--- config.mk ---
export PLATFORM = sky130hd
export DESIGN_NAME = mmx_ctrl
export DESIGN_NICKNAME = d
export VERILOG_FILES = /design/src/sv/mmx_pkg.sv /design/src/sv/mmx_ctrl.sv
export SDC_FILE = /design/constraint.sdc
export NUM_CORES = 1
export LEC_CHECK = 0
export ABC_AREA = 0
export BUFFER_PORTS_ARGS = -buffer_cell sky130_fd_sc_hd__buf_2
export CAP_MARGIN = 0
export CORE_MARGIN = 5
export CORE_UTILIZATION = 44
export DETAILED_ROUTE_END_ITERATION = 10
export PLACE_DENSITY_LB_ADDON = 0.05
export SLEW_MARGIN = 10
export SYNTH_ARGS = -nofsm -noshare
export SYNTH_HDL_FRONTEND = slang
export SYNTH_SLANG_ARGS = --single-unit
--- constraint.sdc ---
create_clock -name clk -period 2.5 [get_ports clk]
set_input_delay 0.125 -clock clk [delete_from_list [all_inputs] [get_ports clk]]
set_output_delay 0.125 -clock clk [all_outputs]
set_load 0.02 [all_outputs]
--- src/sv/mmx_pkg.sv ---
package mmx_pkg;

  localparam int WORD_BITS = 64;
  localparam int OP_W      = 63;
  localparam int EXP_W     = 64;
  localparam int KB_W      = 7;
  localparam int IDX_W     = $clog2(EXP_W);

  // Commands
  localparam logic [1:0] CMD_MUL  = 2'd0;
  localparam logic [1:0] CMD_TO   = 2'd1;
  localparam logic [1:0] CMD_FROM = 2'd2;
  localparam logic [1:0] CMD_POW  = 2'd3;

  // Configuration register indexes
  localparam logic [1:0] CFG_MODULUS = 2'd0;
  localparam logic [1:0] CFG_RBITS   = 2'd1;
  localparam logic [1:0] CFG_NINV    = 2'd2;
  localparam logic [1:0] CFG_R2      = 2'd3;

  // Product operand selects
  localparam logic       XSEL_A    = 1'b0;
  localparam logic       XSEL_RES  = 1'b1;
  localparam logic [2:0] YSEL_B    = 3'd0;
  localparam logic [2:0] YSEL_R2   = 3'd1;
  localparam logic [2:0] YSEL_ONE  = 3'd2;
  localparam logic [2:0] YSEL_RES  = 3'd3;
  localparam logic [2:0] YSEL_BASE = 3'd4;

  typedef struct packed {
    logic       load;      // capture operands of an accepted beat
    logic       mm_start;  // launch one Montgomery product
    logic       xsel;
    logic [2:0] ysel;
    logic       base_we;   // keep product result as power base
    logic       out_we;    // load result register
    logic       out_one;   // result is the constant one
  } mmx_cmd_t;

  typedef struct packed {
    logic mm_done;
  } mmx_stat_t;

endpackage

--- src/sv/mmx_ctrl.sv ---
// Controller: command decode and square-and-multiply sequencing.
module mmx_ctrl import mmx_pkg::*; (
  input  logic             clk,
  input  logic             rst_n,
  input  logic             start,
  input  logic [1:0]       in_cmd,
  input  logic [EXP_W-1:0] in_exponent,
  output logic             busy,
  output logic             out_valid,
  output mmx_cmd_t         cmd,
  input  mmx_stat_t        stat
);

  localparam logic [2:0] S_IDLE = 3'd0;
  localparam logic [2:0] S_GO   = 3'd1;
  localparam logic [2:0] S_BASE = 3'd2;
  localparam logic [2:0] S_SCAN = 3'd3;
  localparam logic [2:0] S_SQ   = 3'd4;
  localparam logic [2:0] S_ML   = 3'd5;
  localparam logic [2:0] S_FIN  = 3'd6;

  logic [2:0]       state_r, state_nxt;
  logic [1:0]       cmd_r, cmd_nxt;
  logic [EXP_W-1:0] exp_r, exp_nxt;
  logic [IDX_W-1:0] idx_r, idx_nxt;
  logic             ov_r, ov_nxt;
  logic             ebit;

  assign ebit = exp_r[idx_r];

  always_comb begin
    state_nxt = state_r;
    cmd_nxt   = cmd_r;
    exp_nxt   = exp_r;
    idx_nxt   = idx_r;
    ov_nxt    = 1'b0;
    cmd       = '0;
    cmd.xsel  = XSEL_RES;
    cmd.ysel  = YSEL_RES;
    unique case (state_r)
      S_IDLE: begin
        if (start) begin
          cmd.load  = 1'b1;
          cmd_nxt   = in_cmd;
          exp_nxt   = in_exponent;
          state_nxt = S_GO;
        end
      end
      S_GO: begin
        cmd.xsel = XSEL_A;
        if (cmd_r == CMD_POW && exp_r == '0) begin
          cmd.out_we  = 1'b1;
          cmd.out_one = 1'b1;
          ov_nxt      = 1'b1;
          state_nxt   = S_IDLE;
        end else begin
          cmd.mm_start = 1'b1;
          unique case (cmd_r)
            CMD_MUL:  cmd.ysel = YSEL_B;
            CMD_FROM: cmd.ysel = YSEL_ONE;
            default:  cmd.ysel = YSEL_R2;
          endcase
          idx_nxt   = IDX_W'(EXP_W - 1);
          state_nxt = (cmd_r == CMD_POW) ? S_BASE : S_FIN;
        end
      end
      S_BASE: begin
        if (stat.mm_done) begin
          cmd.base_we = 1'b1;
          state_nxt   = S_SCAN;
        end
      end
      S_SCAN: begin
        // one exponent bit a cycle down to the leading one
        if (ebit) begin
          cmd.mm_start = 1'b1;
          if (idx_r == '0) begin
            cmd.ysel  = YSEL_ONE;
            state_nxt = S_FIN;
          end else begin
            idx_nxt   = idx_r - 1'b1;
            state_nxt = S_SQ;
          end
        end else begin
          idx_nxt = idx_r - 1'b1;
        end
      end
      S_SQ, S_ML: begin
        if (stat.mm_done) begin
          cmd.mm_start = 1'b1;
          if (state_r == S_SQ && ebit) begin
            cmd.ysel  = YSEL_BASE;
            state_nxt = S_ML;
          end else if (idx_r == '0) begin
            cmd.ysel  = YSEL_ONE;
            state_nxt = S_FIN;
          end else begin
            idx_nxt   = idx_r - 1'b1;
            state_nxt = S_SQ;
          end
        end
      end
      S_FIN: begin
        if (stat.mm_done) begin
          cmd.out_we = 1'b1;
          ov_nxt     = 1'b1;
          state_nxt  = S_IDLE;
        end
      end
      default: state_nxt = S_IDLE;
    endcase
  end

  always_ff @(posedge clk) begin
    if (!rst_n) begin
      state_r <= S_IDLE;
      ov_r    <= 1'b0;
    end else begin
      state_r <= state_nxt;
      ov_r    <= ov_nxt;
    end
  end

  always_ff @(posedge clk) begin
    cmd_r <= cmd_nxt;
    exp_r <= exp_nxt;
    idx_r <= idx_nxt;
  end

  assign busy      = (state_r != S_IDLE);
  assign out_valid = ov_r;

endmodule

---- Word-level counts from Yosys, hierarchy flattened ----
Index checks and enable logic that the tools add are counted.
operators by class
  equal/unequal tests ..................... 15
  reductions and logical operators ........ 12
  order comparisons ....................... 1
  $add $sub $neg .......................... 1
  multiplexer cells ....................... 38
operators with widths
  cell                                                count
  logical NOT 64 bit                                  1
  two-way mux 3 bit                                   11
  two-way mux 6 bit                                   5
  case mux 3 bit (6 select lines)                     1
  case mux 6 bit (3 select lines)                     1
  != test 2 bit, second input constant                7
  two-way mux 1 bit                                   12
  == test 3 bit, second input constant                3
  case mux 3 bit (3 select lines)                     1
  < comparator 6 x 7 -> 1 bit, second input constant  1
  binary-select mux 1 bit (select 6 bit)              1
  == test 3 x 2 -> 1 bit, second input constant       2
  logical NOT 6 bit                                   1
  nonzero test 3 bit                                  2
  subtractor 6 x 1 -> 6 bit, second input constant    1
  AND reduction 5 bit                                 1
  == test 2 bit, second input constant                2
  two-way mux 2 bit                                   2
  case mux 1 bit (2 select lines)                     2
  case mux 2 bit (2 select lines)                     1
  AND reduction 4 bit                                 1
  == test 3 x 1 -> 1 bit, second input constant       1
  logical NOT 3 bit                                   1
  case mux 1 bit (3 select lines)                     1
  other kinds (4)                                     5
storage, ports and cells
  flip-flop bits (word level) ............. 76
  output and inout port bits .............. 11
  input bits .............................. 70
  word-level logic and storage cells ...... 72

---- Longest topological paths before layout ----
  depth in word-level cells ............... 6
  depth in mapped cells ................... 9
  mapped depth without buffers ............ 7

---- Worst setup path before layout ----
No wires, ideal clock.
  path kind ............................... register to register
  start ................................... register state_r[0]
  end ..................................... register cmd_r[0] (enable)
  setup slack ............................. -0.314 ns
  clock period less this slack ............ 2.814 ns
  buffers on the path ..................... 1
  library setup time ...................... 0.438 ns
  cell stages (with the launch flop) ...... 4
  required time ........................... 2.062 ns
  arrival time ............................ 2.376 ns
  path through ............................ dfxtp_1 > clkbuf_1 > inv_1 > and3_1
between the ends
  word-level cells in the longest chain between the ends .. 2
ends and longest elaborated chain
  what                                  RTL line         RTL
  start, declared                       mmx_ctrl.sv:22   logic [2:0] state_r, state_nxt;
  start signal, assigned                mmx_ctrl.sv:119  state_r <= state_nxt;
  logical NOT 3 bit                     mmx_ctrl.sv:40   unique case (state_r)
  AND reduction 2 bit (no source line)  n/a
  end signal, assigned                  mmx_ctrl.sv:125  cmd_r <= cmd_nxt;
  end, declared                         mmx_ctrl.sv:23   logic [1:0] cmd_r, cmd_nxt;
No other way between the ends.
A chain may end at the register's enable or synchronous reset.

==> metrics.md <==
| Metric | Value |
|---|---|
| Routed Antenna Nets | `0` |
| Max cap viols | `0` |
| Critical path cell sequence | `buf_12, buf_12, mux2i_2, a22oi_2, a21oi_2, o41ai_4, nand2_2, buf_6, nor3_4, a21oi_1, buf_4` |
| Final Max Tran Viols | `0` |
| GR Overflow Total | `0` |
| Finished Cell Area | `5180 sq um` |
| Critical Path Start | `idx_r[1]$_DFFE_PP_` |
| Total inserted antenna cells | `0` |
| Final setup viols | `18` |
| R2R depth | `12` |
| DR iter-0 viols | `173` |
| Syn Area/Cell | `13.9 sq um` |
| R2r startpoint | `idx_r[1]$_DFFE_PP_` |
| Layout Skew | `12.3 ps` |
| TritonCTS buffer count | `9` |
| Outcome | `finished with violations` |
| Row cnt | `32` |
| WS Path Type | `register to primary output` |
| NumNets Final | `493` |
| CP most frequent cell | `buf_12` |
| # IOs | `81` |
| Reg2reg end | `idx_r[1]$_DFFE_PP_` |
| CTS Sinks | `76` |
| Vias in the first global route | `2,858` |
| CP required | `2380 ps` |
| Crit end category | `primary output` |
| CP top delay family | `compound AO/OA/AOI/OAI gates` |
| Drt drc | `0` |
| Leading cell type in the layout, fill and taps excluded | `buf_2` |
| Syn Inst Count | `254` |
| Setup crit end | `cmd[4]` |
| Register area share after synthesis | `63.6%` |
| Critical path depth | `11` |
| Most frequent cells in the layout | `buf_2, edfxtp_1, dlygate4sd3_1` |
| Core Footprint | `7770 sq um` |
| Die width | `99.5 um` |
| Flop-to-flop setup slack | `-110 ps` |
| Htree depth | `3` |
| Max IR drop VDD | `0.535 mV` |
| Fmax | `0.370 GHz` |
| Slowest cell on the critical path | `edfxtp_1` |
| Post-route insts no fill | `528` |
| Hold path cells | `2` |
| Startpoint type of the worst setup path | `register` |
| Post-synth cell types | `49` |
| Pleak | `0.00205 uW` |
| Mapped cell area | `3520 sq um` |
| Port bufs | `80` |
| Rel. slew slack | `58.8%` |
| Final WS setup | `-206 ps` |
| Vias | `2,714` |
| Syn. warnings | `0` |
| Yosys reg bits | `76` |
| Bufs on Longest Clock Path | `2` |
| GRT Overall Usage | `18.7%` |
| 1st-pass router iterations | `4` |
| Worst path max stage delay | `450 ps` |
| WL final | `9000 um` |
| Final Cycle Share | `108%` |
| Dpl hpwl | `6030 um` |
| Largest net degree at the start of global routing | `63` |
| Crit path DAT | `2580 ps` |
| Buf/Inv on CP | `4` |
| Die footprint | `9900 sq um` |
| Layout cells sized above 1 | `34.7%` |
| Failing checks | `negative setup slack` |
| Root Buffer | `clkbuf_8` |
| Die H | `99.5 um` |
| DR WL/cell | `17.1 um` |
| PwrDens | `804 nW/um^2` |
| Vias per cell | `5.14` |
| P&R area growth vs syn | `46.9%` |
| CTS clock-pin slew for the worst setup and hold paths | `90 ps` |
| Syn Nets | `326` |
| Unrepaired setup endpoints after global routing | `yes` |
| Hold crit path type | `input port to register` |
| Final Total Pwr | `4160 uW` |
| Worst slew pin tran | `617 ps` |
| CP max FO | `7` |
| Initial antenna violation count | `0` |
| Initial Util | `45.4%` |
| Final Util | `66.7%` |
| Global-route wire length before repair | `14,300 um` |
| Worst hold slack | `51.7 ps` |
| Final hold vios | `0` |
| Placed Area | `4120 sq um` |
| GPL Wtd Cong | `0.791` |
| Period minus WS final | `2710 ps` |
| Worst skew pair latency | `350 ps` |
| CTS tree | `yes` |
| Placed Cells | `438` |
==> where the power goes <==
| group | switching (uW) | total [uW] | internal, uW |
|---|---|---|---|
| Sequential | 237 | 2040 | 1800 |
| Clock | 447 | 908 | 461 |
| Combinational | 655 | 1220 | 562 |
==> synthesized netlist by cell type (all sizes together) <==
library cell | number | area, sq um
mux2 | 4 | 45.0
nor4 | 16 | 100
a31oi | 1 | 6.26
o21ai | 14 | 70.1
ha | 2 | 25.0
nand2 | 17 | 66.3
a311o | 1 | 10.0
o31ai | 1 | 7.51
o21a | 3 | 22.5
and2b | 2 | 15.0
nand3b | 1 | 7.51
nand4 | 3 | 18.8
dfxtp | 4 | 80.1
o41ai | 1 | 27.5
xnor2 | 2 | 17.5
a21oi | 10 | 53.8
mux2i | 23 | 230
and2 | 3 | 18.8
nand2b | 2 | 12.5
xor2 | 2 | 17.5
edfxtp | 72 | 2160
a22oi | 9 | 67.6
o32a | 2 | 21.3
buf | 6 | 58.8
nor2 | 12 | 47.6
nor2b | 2 | 12.5
a21boi | 2 | 15.0
nor3 | 4 | 31.3
o221ai | 1 | 8.76
mux4 | 4 | 90.1
o211ai | 2 | 15.0
inv | 6 | 22.5
a21o | 1 | 7.51
o21bai | 1 | 7.51
and3 | 3 | 18.8
o22ai | 1 | 6.26
a222oi | 1 | 10.0
clkbuf | 6 | 22.5
nand3 | 7 | 47.6
==> flip-flops by register name, indices dropped and copies added, names as in the netlist <==
name       cells
exp_r         64
idx_r          6
state_r        3
cmd_r          2
out_valid      1
==> metal layers <==
layer	track usage [%]	share of wire, %	wire, um	vias up
met2	31.3	52	4720	71
li1	-	-	-	1336
met5	0	0	0	-
met4	6.30	1.0	91	0
met1	24.0	42	3790	1298
met3	4.35	4.5	404	9
==> repair_timing <==
item,CTS,global route
pin swaps,9,9
setup endpoints to repair,10,20
gates resized for setup,17,24
setup buffers,6,2
hold buffers,66,0
hold endpoints to repair,66,0
==> worst min-delay path by stage <==
stage	startpoint	end	slack [ps]
global route	rst_n	state_r[0]$_SDFFE_PN0P_	40
floorplan	in_cmd[0]	cmd_r[0]$_DFFE_PP_	220
global placement	in_exponent[56]	exp_r[56]$_DFFE_PP_	300
detailed placement	in_exponent[15]	exp_r[15]$_DFFE_PP_	300
CTS	rst_n	state_r[0]$_SDFFE_PN0P_	30
finish	rst_n	state_r[0]$_SDFFE_PN0P_	50
==> stage by stage <==
| step | TNS [ps] | worst slack (ps) |
|---|---|---|
| 6_report | -1750 | -206 |
| 5_1_grt | -3690 | -313 |
| 3_3_place_gp | -331 | -55.3 |
| 3_5_place_dp | -568 | -94.9 |
| 2_1_floorplan | 0 | 192 |
| 4_1_cts | -1410 | -236 |
==> final cells by class <==
class | count | area (sq um)
multi-input combinational | 160 | 1260
tap | 102 | 128
fill | 595 | 2590
clock inverter | 6 | 65.1
clock buffer | 10 | 128
sequential | 76 | 2240
timing repair buffer | 168 | 1330
inverter | 6 | 22.5
==> cell families (layout without fill, tap and decap cells) <==
group | Yosys count | after routing | synth area share (%)
AOI/OAI and AO/OA | 51 | 51 | 10.1
xor gates and xnor gates | 4 | 4 | 0.994
buffers and inverters | 18 | 190 | 2.95
muxes | 31 | 31 | 10.4
and+or+nand+nor | 72 | 72 | 11.3
adders and majority gates | 2 | 2 | 0.710
DFF | 76 | 76 | 63.6
(Power assumes the default switching activity.)
